### config.mk
export PLATFORM = sky130hd
export DESIGN_NAME = rgb_to_hsl_pixel_converter_unit
export DESIGN_NICKNAME = d
export VERILOG_FILES = /design/src/rtl/core/rgbhsl_pkg.sv /design/src/rtl/core/rgbhsl_front.sv /design/src/rtl/core/rgbhsl_div_stage.sv /design/src/rtl/core/rgb_to_hsl_pixel_converter_unit.sv
export SDC_FILE = /design/constraint.sdc
export NUM_CORES = 1
export LEC_CHECK = 0
export BUFFER_PORTS_ARGS = -buffer_cell sky130_fd_sc_hd__buf_2
export CORE_MARGIN = 5
export CORE_UTILIZATION = 25
export DETAILED_ROUTE_END_ITERATION = 6
export PLACE_DENSITY = 0.45
export SYNTH_ARGS = -nofsm -noshare
export SYNTH_HDL_FRONTEND = slang
export SYNTH_SLANG_ARGS = --single-unit
### constraint.sdc
create_clock -name i_clk -period 13 [get_ports i_clk]
set_clock_uncertainty 0.05 [all_clocks]
set_input_delay 2.6 -clock i_clk [delete_from_list [all_inputs] [get_ports i_clk]]
set_output_delay 2.6 -clock i_clk [all_outputs]
set_load 0.01 [all_outputs]
### src/rtl/core/rgbhsl_pkg.sv
// types and constants shared by the rgb to hsl converter pipeline
`timescale 1ns / 1ps
`default_nettype none

package rgbhsl_pkg;

    // channel and quotient widths
    localparam int CHAN_W = 8;
    localparam int QUO_W  = 8;

    // hue divider: dividend 255*n with n below 1530, divisor 6*delta
    localparam int HREM_W = 19;
    localparam int HDEN_W = 11;

    // saturation divider: dividend 255*delta, divisor at most 255
    localparam int SREM_W = 16;
    localparam int SDEN_W = 8;

    // full scale of a channel
    localparam logic [CHAN_W:0] FULL_SCALE = 9'd255;

    typedef struct packed {
        logic [HREM_W-1:0] rem;
        logic [HDEN_W-1:0] den;
        logic [QUO_W-1:0]  quo;
    } t_hue_div;

    typedef struct packed {
        logic [SREM_W-1:0] rem;
        logic [SDEN_W-1:0] den;
        logic [QUO_W-1:0]  quo;
    } t_sat_div;

    // payload carried down the divider stages
    typedef struct packed {
        t_hue_div          hue;
        t_sat_div          sat;
        logic [CHAN_W-1:0] light;
        logic              gray;
    } t_pipe;

endpackage

`default_nettype wire

### src/rtl/core/rgbhsl_front.sv
// first stage: max/min, lightness, hue numerator and divider set-up
`timescale 1ns / 1ps
`default_nettype none

module rgbhsl_front
    import rgbhsl_pkg::*;
(
    input  wire logic              i_clk,
    input  wire logic              i_rst_n,
    input  wire logic              i_valid,
    output logic                   o_ready,
    input  wire logic [CHAN_W-1:0] i_red,
    input  wire logic [CHAN_W-1:0] i_green,
    input  wire logic [CHAN_W-1:0] i_blue,
    output logic                   o_valid,
    input  wire logic              i_ready,
    output t_pipe                  o_data
);

    logic [CHAN_W-1:0] w_max;
    logic [CHAN_W-1:0] w_min;
    logic [CHAN_W:0]   w_sum;
    logic [CHAN_W-1:0] w_delta;
    logic [HDEN_W-1:0] w_six_d;
    logic signed [HDEN_W:0] w_n;
    logic [HDEN_W-1:0] w_n_pos;
    logic [CHAN_W:0]   w_den;
    t_pipe             n_data;
    t_pipe             r_data;
    logic              r_valid;

    // largest and smallest channel
    always_comb begin
        w_max = (i_red > i_green) ? i_red : i_green;
        if (i_blue > w_max) begin
            w_max = i_blue;
        end
        w_min = (i_red < i_green) ? i_red : i_green;
        if (i_blue < w_min) begin
            w_min = i_blue;
        end
    end

    assign w_sum   = {1'b0, w_max} + {1'b0, w_min};
    assign w_delta = w_max - w_min;
    assign w_six_d = ({3'b0, w_delta} << 2) + ({3'b0, w_delta} << 1);

    // hue numerator, largest channel tested red first
    always_comb begin
        if (i_red == w_max) begin
            w_n = $signed({4'b0, i_green}) - $signed({4'b0, i_blue});
        end else if (i_green == w_max) begin
            w_n = $signed({3'b0, w_delta, 1'b0}) + $signed({4'b0, i_blue})
                - $signed({4'b0, i_red});
        end else begin
            w_n = $signed({2'b0, w_delta, 2'b0}) + $signed({4'b0, i_red})
                - $signed({4'b0, i_green});
        end
    end

    // wrap a negative numerator into the circle
    always_comb begin
        if (w_n < 0) begin
            w_n_pos = HDEN_W'(w_n + $signed({1'b0, w_six_d}));
        end else begin
            w_n_pos = HDEN_W'(w_n);
        end
    end

    // saturation divisor folds around full scale
    assign w_den = (w_sum < FULL_SCALE) ? w_sum : (9'd510 - w_sum);

    // times 255 as shift and subtract
    always_comb begin
        n_data.hue.rem = ({8'b0, w_n_pos} << 8) - {8'b0, w_n_pos};
        n_data.hue.den = w_six_d;
        n_data.hue.quo = '0;
        n_data.sat.rem = ({8'b0, w_delta} << 8) - {8'b0, w_delta};
        n_data.sat.den = w_den[SDEN_W-1:0];
        n_data.sat.quo = '0;
        n_data.light   = w_sum[CHAN_W:1];
        n_data.gray    = (w_delta == '0);
    end

    // stage register with per-stage flow control
    assign o_ready = !r_valid || i_ready;

    always_ff @(posedge i_clk) begin
        if (!i_rst_n) begin
            r_valid <= 1'b0;
        end else if (o_ready) begin
            r_valid <= i_valid;
        end
    end

    always_ff @(posedge i_clk) begin
        if (i_valid && o_ready) begin
            r_data <= n_data;
        end
    end

    assign o_valid = r_valid;
    assign o_data  = r_data;

endmodule

`default_nettype wire

### src/rtl/core/rgbhsl_div_stage.sv
// one restoring division step for the hue and saturation dividers
`timescale 1ns / 1ps
`default_nettype none

module rgbhsl_div_stage
    import rgbhsl_pkg::*;
#(
    parameter int BIT_IDX = QUO_W - 1
) (
    input  wire logic  i_clk,
    input  wire logic  i_rst_n,
    input  wire logic  i_valid,
    output logic       o_ready,
    input  wire t_pipe i_data,
    output logic       o_valid,
    input  wire logic  i_ready,
    output t_pipe      o_data
);

    logic [HREM_W-1:0] w_hue_sub;
    logic [SREM_W-1:0] w_sat_sub;
    t_pipe             n_data;
    t_pipe             r_data;
    logic              r_valid;

    // divisor aligned to this quotient bit
    assign w_hue_sub = {{(HREM_W-HDEN_W){1'b0}}, i_data.hue.den} << BIT_IDX;
    assign w_sat_sub = {{(SREM_W-SDEN_W){1'b0}}, i_data.sat.den} << BIT_IDX;

    // compare and subtract on both lanes
    always_comb begin
        n_data = i_data;
        if (i_data.hue.rem >= w_hue_sub) begin
            n_data.hue.rem          = i_data.hue.rem - w_hue_sub;
            n_data.hue.quo[BIT_IDX] = 1'b1;
        end
        if (i_data.sat.rem >= w_sat_sub) begin
            n_data.sat.rem          = i_data.sat.rem - w_sat_sub;
            n_data.sat.quo[BIT_IDX] = 1'b1;
        end
    end

    // stage register with per-stage flow control
    assign o_ready = !r_valid || i_ready;

    always_ff @(posedge i_clk) begin
        if (!i_rst_n) begin
            r_valid <= 1'b0;
        end else if (o_ready) begin
            r_valid <= i_valid;
        end
    end

    always_ff @(posedge i_clk) begin
        if (i_valid && o_ready) begin
            r_data <= n_data;
        end
    end

    assign o_valid = r_valid;
    assign o_data  = r_data;

endmodule

`default_nettype wire

### src/rtl/core/rgb_to_hsl_pixel_converter_unit.sv
// top level of the rgb to hsl pixel converter
//
//  channel  dir  tdata fields (low bit up)                  handshake
//  s        in   red[7:0] green[15:8] blue[23:16]           i_s_tvalid / o_s_tready
//  m        out  hue[7:0] saturation[15:8] lightness[23:16] o_m_tvalid / i_m_tready
//
// one item per cycle sustained while the output is ready; one set-up stage and
// eight restoring division stages, one quotient bit each for hue and saturation
// every stage holds its own valid bit and takes a new item when it is empty
// or its successor moves, so bubbles close up under output stalls
// synchronous active-low reset clears the valid bits only
`timescale 1ns / 1ps
`default_nettype none

module rgb_to_hsl_pixel_converter_unit
    import rgbhsl_pkg::*;
(
    input  wire logic        i_clk,
    input  wire logic        i_rst_n,
    input  wire logic        i_s_tvalid,
    output logic             o_s_tready,
    input  wire logic [23:0] i_s_tdata,   // red, green, blue
    output logic             o_m_tvalid,
    input  wire logic        i_m_tready,
    output logic [23:0]      o_m_tdata    // hue, saturation, lightness
);

    t_pipe w_data  [0:QUO_W];
    logic  w_valid [0:QUO_W];
    logic  w_ready [0:QUO_W];

    // set-up stage
    rgbhsl_front u_front (
        .i_clk   (i_clk),
        .i_rst_n (i_rst_n),
        .i_valid (i_s_tvalid),
        .o_ready (o_s_tready),
        .i_red   (i_s_tdata[7:0]),
        .i_green (i_s_tdata[15:8]),
        .i_blue  (i_s_tdata[23:16]),
        .o_valid (w_valid[0]),
        .i_ready (w_ready[0]),
        .o_data  (w_data[0])
    );

    // division stages, most significant quotient bit first
    for (genvar k = 0; k < QUO_W; k++) begin : g_div
        rgbhsl_div_stage #(
            .BIT_IDX (QUO_W - 1 - k)
        ) u_stage (
            .i_clk   (i_clk),
            .i_rst_n (i_rst_n),
            .i_valid (w_valid[k]),
            .o_ready (w_ready[k]),
            .i_data  (w_data[k]),
            .o_valid (w_valid[k+1]),
            .i_ready (w_ready[k+1]),
            .o_data  (w_data[k+1])
        );
    end

    assign w_ready[QUO_W] = i_m_tready;
    assign o_m_tvalid     = w_valid[QUO_W];

    // gray pixels give zero hue and saturation
    assign o_m_tdata[7:0]   = w_data[QUO_W].gray ? '0 : w_data[QUO_W].hue.quo;
    assign o_m_tdata[15:8]  = w_data[QUO_W].gray ? '0 : w_data[QUO_W].sat.quo;
    assign o_m_tdata[23:16] = w_data[QUO_W].light;

`ifndef SYNTHESIS
    // hue never reaches a full circle
    a_hue_range: assert property (@(posedge i_clk) disable iff (!i_rst_n)
        o_m_tvalid |-> (o_m_tdata[7:0] != 8'hFF))
        else $error("hue out of range");

    // zero saturation only for gray, which also has zero hue
    a_gray_hue: assert property (@(posedge i_clk) disable iff (!i_rst_n)
        (o_m_tvalid && (o_m_tdata[15:8] == 8'h00)) |-> (o_m_tdata[7:0] == 8'h00))
        else $error("zero saturation with nonzero hue");

    // gray items carry zero hue and saturation
    a_light_gray: assert property (@(posedge i_clk) disable iff (!i_rst_n)
        (o_m_tvalid && w_data[QUO_W].gray) |-> (o_m_tdata[15:0] == 16'h0000))
        else $error("gray item with nonzero hue or saturation");

    // reset empties the pipeline
    a_reset_empty: assert property (@(posedge i_clk)
        !i_rst_n |=> !o_m_tvalid)
        else $error("output valid right after reset");
`endif

endmodule

`default_nettype wire

# Word level (Yosys, flattened, before mapping)
# Cells that the tools add are included.
classes:
  n_addsub: 26
  magnitude_cmp: 22
  eq_ne: 2
  mux: 24
  n_reduce_logical: 28
ops:
  columns: ["op", "n"]
  rows:
  - ["two-way mux 19 bit", 7]
  - ["two-way mux 16 bit", 7]
  - ["two-way mux 8 bit", 7]
  - ["two-way mux 12 bit", 2]
  - ["subtractor 12 x 9 -> 12 bit", 2]
  - [">= comparator 19 x 11 -> 1 bit", 1]
  - [">= comparator 19 x 12 -> 1 bit", 1]
  - [">= comparator 19 x 13 -> 1 bit", 1]
  - [">= comparator 19 x 14 -> 1 bit", 1]
  - [">= comparator 19 x 15 -> 1 bit", 1]
  - [">= comparator 19 x 16 -> 1 bit", 1]
  - [">= comparator 19 x 17 -> 1 bit", 1]
  - [">= comparator 19 x 18 -> 1 bit", 1]
  - ["subtractor 19 x 11 -> 19 bit", 1]
  - ["subtractor 19 x 12 -> 19 bit", 1]
  - ["subtractor 19 x 13 -> 19 bit", 1]
  - ["subtractor 19 x 14 -> 19 bit", 1]
  - ["subtractor 19 x 15 -> 19 bit", 1]
  - ["subtractor 19 x 16 -> 19 bit", 1]
  - ["subtractor 19 x 17 -> 19 bit", 1]
  - ["subtractor 19 x 18 -> 19 bit", 1]
  - ["equality test 8 bit", 2]
  - [">= comparator 16 x 10 -> 1 bit", 1]
  - [">= comparator 16 x 11 -> 1 bit", 1]
  - ["other kinds (31)", 57]
totals:
  regBits: 594
  input_bits: 28
  out_inout_bits: 26
  word_cells: 191

# Logic depth before layout (Yosys ltp)
logic_depth:
  ltp_word: 12
  ltp_mapped: 56
  depth_no_buf: 54

# Modules after synthesis
# A second synthesis with hierarchy kept.
unflattened:
  hier_cells: 3187
  area_unflattened_um2: 38508.2
modules_own_cells:
  columns: ["mod", "instances", "cells_per_inst", "area_per_inst_um2", "seq_area_each_um2"]
  rows:
  - ["rgbhsl_front", 1, 808, 7400.8, 1791.7]
  - ["rgbhsl_div_stage at g_div[7].u_stage", 1, 317, 3995.1, 2392.3]
  - ["rgbhsl_div_stage at g_div[4].u_stage", 1, 299, 3943.8, 2392.3]
  - ["rgbhsl_div_stage at g_div[6].u_stage", 1, 308, 3928.8, 2392.3]
  - ["rgbhsl_div_stage at g_div[5].u_stage", 1, 319, 3912.5, 2392.3]
  - ["rgbhsl_div_stage at g_div[1].u_stage", 1, 272, 3841.2, 2392.3]
  - ["rgbhsl_div_stage at g_div[2].u_stage", 1, 292, 3812.4, 2392.3]
  - ["rgbhsl_div_stage at g_div[3].u_stage", 1, 280, 3788.6, 2392.3]
  - ["rgbhsl_div_stage at g_div[0].u_stage", 1, 275, 3741.1, 2392.3]
  - ["rgb_to_hsl_pixel_converter_unit", 1, 17, 143.9, 0.0]

# Worst setup path before layout
# No wires, ideal clock.
synth_path:
  path_kind: "input to register"
  startpoint: "input i_s_tdata[0]"
  endpoint: "register u_front.r_data (netlist bit u_front.o_data[75]), data pin"
  setup_time_ps: 255
  arrival_ps: 11856
  required_ps: 12695
  path_slack_ps: 839
  cell_stages: 50
  path_buffers: 3
  path_cell_list: "inv_1 -> ha_1 -> inv_1 -> fa_1 -> nand3_1 -> a21o_1 -> a21boi_1 -> buf_2 -> buf_1 -> nor2_1 -> a21oi_1 -> ha_1 -> and3_4 -> a221o_1 -> a22o_1 -> buf_2 -> a21boi_0 -> inv_1 -> (+14 left out) -> nor2_1 -> mux2_2 -> a21oi_1 -> nor2_1 -> o21ai_0 -> nand2_1 -> ha_1 -> xnor2_1 -> nand3_1 -> a21oi_1 -> inv_1 -> ha_1 -> a21o_1 -> a21oi_1 -> inv_1 -> nor3_1 -> nor2_1 -> a31o_1"
synth_rtl:
  columns: ["element", "line_no", "source"]
  rows:
  - ["from (decl)", "rgb_to_hsl_pixel_converter_unit.sv:22", "input wire logic [23:0] i_s_tdata,"]
  - ["to (signal assigned)", "rgbhsl_front.sv:98", "r_data <= n_data;"]
  - ["to (decl)", "rgbhsl_front.sv:29", "t_pipe r_data;"]

==> flow_metrics.py <==
metrics = {
    "run_status": {
        "status": "complete, no violations",
    },
    "clock_network": {
        "cts_max_level": 2,
        "cts_setup_buffers": 0,
        "clock-sinks": 563,
        "clock_path_buffers": 3,
        "numCtsBuffers": 61,
        "cts_root_buffer": "clkbuf_16",
        "clk_latency_ns": 0.64,
        "cts_tree": "built",
        "clkTransAtPathRegs_ns": 0.06,
    },
    "floorplan": {
        "dieArea_sq_um": 133000,
        "io_pins": 54,
        "start_util": 0.251,
        "core_area_sq_um": 125000,
        "die_w_microns": 365,
        "die_h_microns": 365,
        "rows": 130,
    },
    "worst_setup_path": {
        "r2r-start": "g_div[5].u_stage.o_data[26]",
        "reg2regPathDepth": 13,
        "crit_required_ns": 13.30,
        "crit_slowest_cell": "fa_1",
        "start_kind": "input port",
        "slowest_delay_ns": 0.42,
        "path_class": "input port to flip-flop",
        "cp.arrival_ns": 12.40,
        "ff2ff_setup_slack_ns": 8.90,
        "crit_fanout": 24,
        "end_kind": "flip-flop",
        "worst_path_most_repeated_cell": "ha_1",
        "regToRegEndpoint": "g_div[6].u_stage.o_data[71]",
    },
    "grt": {
        "grtUsageTotal": 0.0970,
        "gr-total-overflow": 0,
        "grt_antenna_before_repair": 0,
        "grt_pass1_vias": 19900,
        "grt_pass1_wl_microns": 106000,
        "grt_max_degree": 70,
    },
    "synth": {
        "synth-edff-count": 554,
        "synth_top_area_frac": 0.529,
        "syn_nets": 3024,
        "yosysTopAreaCell": "edfxtp_1",
        "syn_area_sq_um": 31500,
        "ys.flop_type": "edfxtp_1",
        "avgSynthCellArea_sq_um": 11.6,
        "ys_seq_area_frac": 0.535,
        "yosysUniqueCellTypes": 94,
        "synthTopCellsByArea": "edfxtp_1 53%, ha_1 10%, xnor2_1 3.6%",
        "async_flop_share": 0,
        "yosysWarnings": 0,
        "syn_inst": 2722,
        "synth-seq-cells": 563,
    },
    "job": {
        "max-cap-violations": 0,
    },
    "power_and_ir_drop": {
        "power.leakage_nw": 13.6,
        "p_int_w": 0.00554,
        "p_per_area_nw_per_um2": 262,
        "clkPwrFrac": 0.179,
        "power_frac_seq": 0.269,
        "sw_frac_of_total": 0.409,
        "power_frac_comb": 0.552,
        "ir_worst_vdd_mv": 0.374,
        "finalPower_w": 0.00938,
        "p_sw_w": 0.00384,
    },
    "sta": {
        "tightest_slew_ns": 1.15,
        "setup_tns_ns": 0,
        "drv_slew": 0,
        "hold_violations": 0,
        "relSlewSlack": 0.232,
        "fin_crit_sh": 0.931,
        "finalSetupViolations": 0,
        "max_freq_ghz": 0.0826,
        "fin_crit_ns": 12.11,
        "rsz0062_at_grt": "false",
    },
    "finish": {
        "drive_gt1_frac": 0.0808,
        "area_delta_synth_final_pct": 14.0,
        "fin_nets": 3122,
        "fillers": 13000,
        "antenna-diode-count": 0,
    },
    "worst_hold_path": {
        "min_path_cells": 0,
        "holdPathEnd": "g_div[2].u_stage.o_data[16]",
        "hp-class": "flip-flop to flip-flop",
        "hp-start": "g_div[1].u_stage.o_data[16]",
    },
    "placed_design": {
        "hpwlAfterDp_microns": 49800,
        "port_buffers": 53,
        "gp_congestion": 0.832,
    },
    "drt": {
        "num_vias": 19500,
        "drt-pass1-iter-count": 7,
        "ant_nets": 0,
        "drt_iter0_markers": 918,
        "drc": 0,
        "wl_per_cell_microns": 14.2,
        "viasPerCell": 4.30,
        "wirelength_microns": 64100,
    },
}
## logic make-up after synthesis
group	after synthesis	share of synthesized area
simple gates	705	0.113
compound gates	608	0.125
flops	563	0.535
buf+inv	327	0.0413
fa+ha+maj	274	0.114
xor+xnor	202	0.0562
mux	43	0.0145
## synth_stat cells (4+ instances only)
master       n
a2111oi_0    7
a211oi_1    13
a21boi_0    28
a21o_1      82
a21oi_1    153
a31oi_1     12
a41oi_1      4
and2_1      12
and3_1      14
buf_2        4
buf_4        9
buf_6        4
clkbuf_1    29
dfxtp_1      9
edfxtp_1   554
fa_1        23
ha_1       251
inv_1      276
mux2_2      13
mux2i_1     28
nand2_1    167
nand2b_1    57
nand3_1     27
nand4_1     31
nand4b_1     7
nor2_1     181
nor2b_1     70
nor3_1      53
nor4_1      30
nor4b_1      6
o211ai_1     8
o21a_1      31
o21ai_0    155
o21ai_1      4
o21bai_1    13
o22ai_1      4
o31a_1       6
o31ai_1     39
or2_1        4
or3_1        9
or4_1        8
xnor2_1    129
xor2_1      73
## layout by cell type, fill, tap and decap left out, types with 15 or more instances in the layout
| cell type | instances |
|---|---|
| edfxtp_1 | 554 |
| inv_1 | 276 |
| ha_1 | 251 |
| nor2_1 | 180 |
| nand2_1 | 167 |
| o21ai_0 | 155 |
| a21oi_1 | 152 |
| xnor2_1 | 129 |
| a21o_1 | 82 |
| xor2_1 | 73 |
| nor2b_1 | 66 |
| clkbuf_16 | 61 |
| nand2b_1 | 57 |
| nor3_1 | 53 |
| buf_2 | 53 |
| o31ai_1 | 39 |
| nand4_1 | 31 |
| o21a_1 | 31 |
| buf_4 | 31 |
| nor4_1 | 29 |
| mux2i_1 | 28 |
| nand3_1 | 27 |
| a21boi_0 | 24 |
| fa_1 | 23 |
| clkinv_1 | 15 |
## power groups by stage
stage	clock network, W	logic, W	registers, W
4_1_cts	0.00175	0.00518	0.00252
3_5_place_dp	0	0.00515	0.00256
5_1_grt	0.00183	0.00578	0.00254
3_3_place_gp	0	0.00516	0.00256
2_1_floorplan	0	0.00392	0.00251
6_report	0.00168	0.00518	0.00252
## per-stage QoR
step	instance area [sq um]	cells	setup slack, ns	utilization	hold WS [ns]
2_1_floorplan	31500	2722	0.839	-	0.350
3_3_place_gp	33900	4407	0.388	0.270	0.351
3_5_place_dp	33900	4407	0.251	0.270	0.355
4_1_cts	35900	4522	0.868	0.286	0.337
5_1_grt	35900	4522	0.0185	0.286	0.338
6_report	35900	4522	0.893	0.286	0.339
## repair_timing
item	CTS	global route
resized for setup	0	3
endpoints found under the setup margin	0	2
hold buffers	0	0
## final cells by class
type                            count  area, sq um  area share
Clock inverter                     43          427      0.0119
Inverter                          278         1050      0.0292
Tap cell                         1650         2060      0.0576
Timing Repair Buffer               84          498      0.0139
Sequential cell                   563        16800       0.469
Multi-Input combinational cell   1832        13400       0.375
Clock buffer                       72         1570      0.0437
## worst max path at each step
stage | slack [ns] | endpoint | cells after the start | from
3_3_place_gp | 0.39 | u_front.o_data[75] | 48 | i_s_tdata[0]
2_1_floorplan | 0.84 | u_front.o_data[75] | 50 | i_s_tdata[0]
5_1_grt | 0.02 | u_front.o_data[75] | 51 | i_s_tdata[0]
4_1_cts | 0.87 | u_front.o_data[75] | 52 | i_s_tdata[0]
6_report | 0.89 | u_front.o_data[75] | 51 | i_s_tdata[0]
3_5_place_dp | 0.25 | u_front.o_data[75] | 48 | i_s_tdata[0]
## state kept, by name, indices dropped and copies added, names as in the netlist
| signal | flops |
|---|---|
| u_front.o_data | 59 |
| g_div.u_stage.o_data | 495 |
| g_div.u_stage.o_valid | 8 |
| u_front.o_valid | 1 |
## layer usage
layer  global-route usage  vias up  wire (microns)
li1                     -    10100               -
met1                0.128     9028           30000
met2                0.169      254           30700
met3               0.0138       74            2150
met4               0.0217        0            1240
met5                    0        -               0
## worst max-delay path: cells and delay by family
kind / cells / cell delay (ns)
xor+xnor: 3 / 0.59
compound gates: 17 / 3.53
simple gates: 13 / 1.55
buf+inv: 8 / 1.02
fa+ha+maj: 9 / 2.83
mux: 1 / 0.27
No activity file was read; power rests on OpenSTA's default activity.
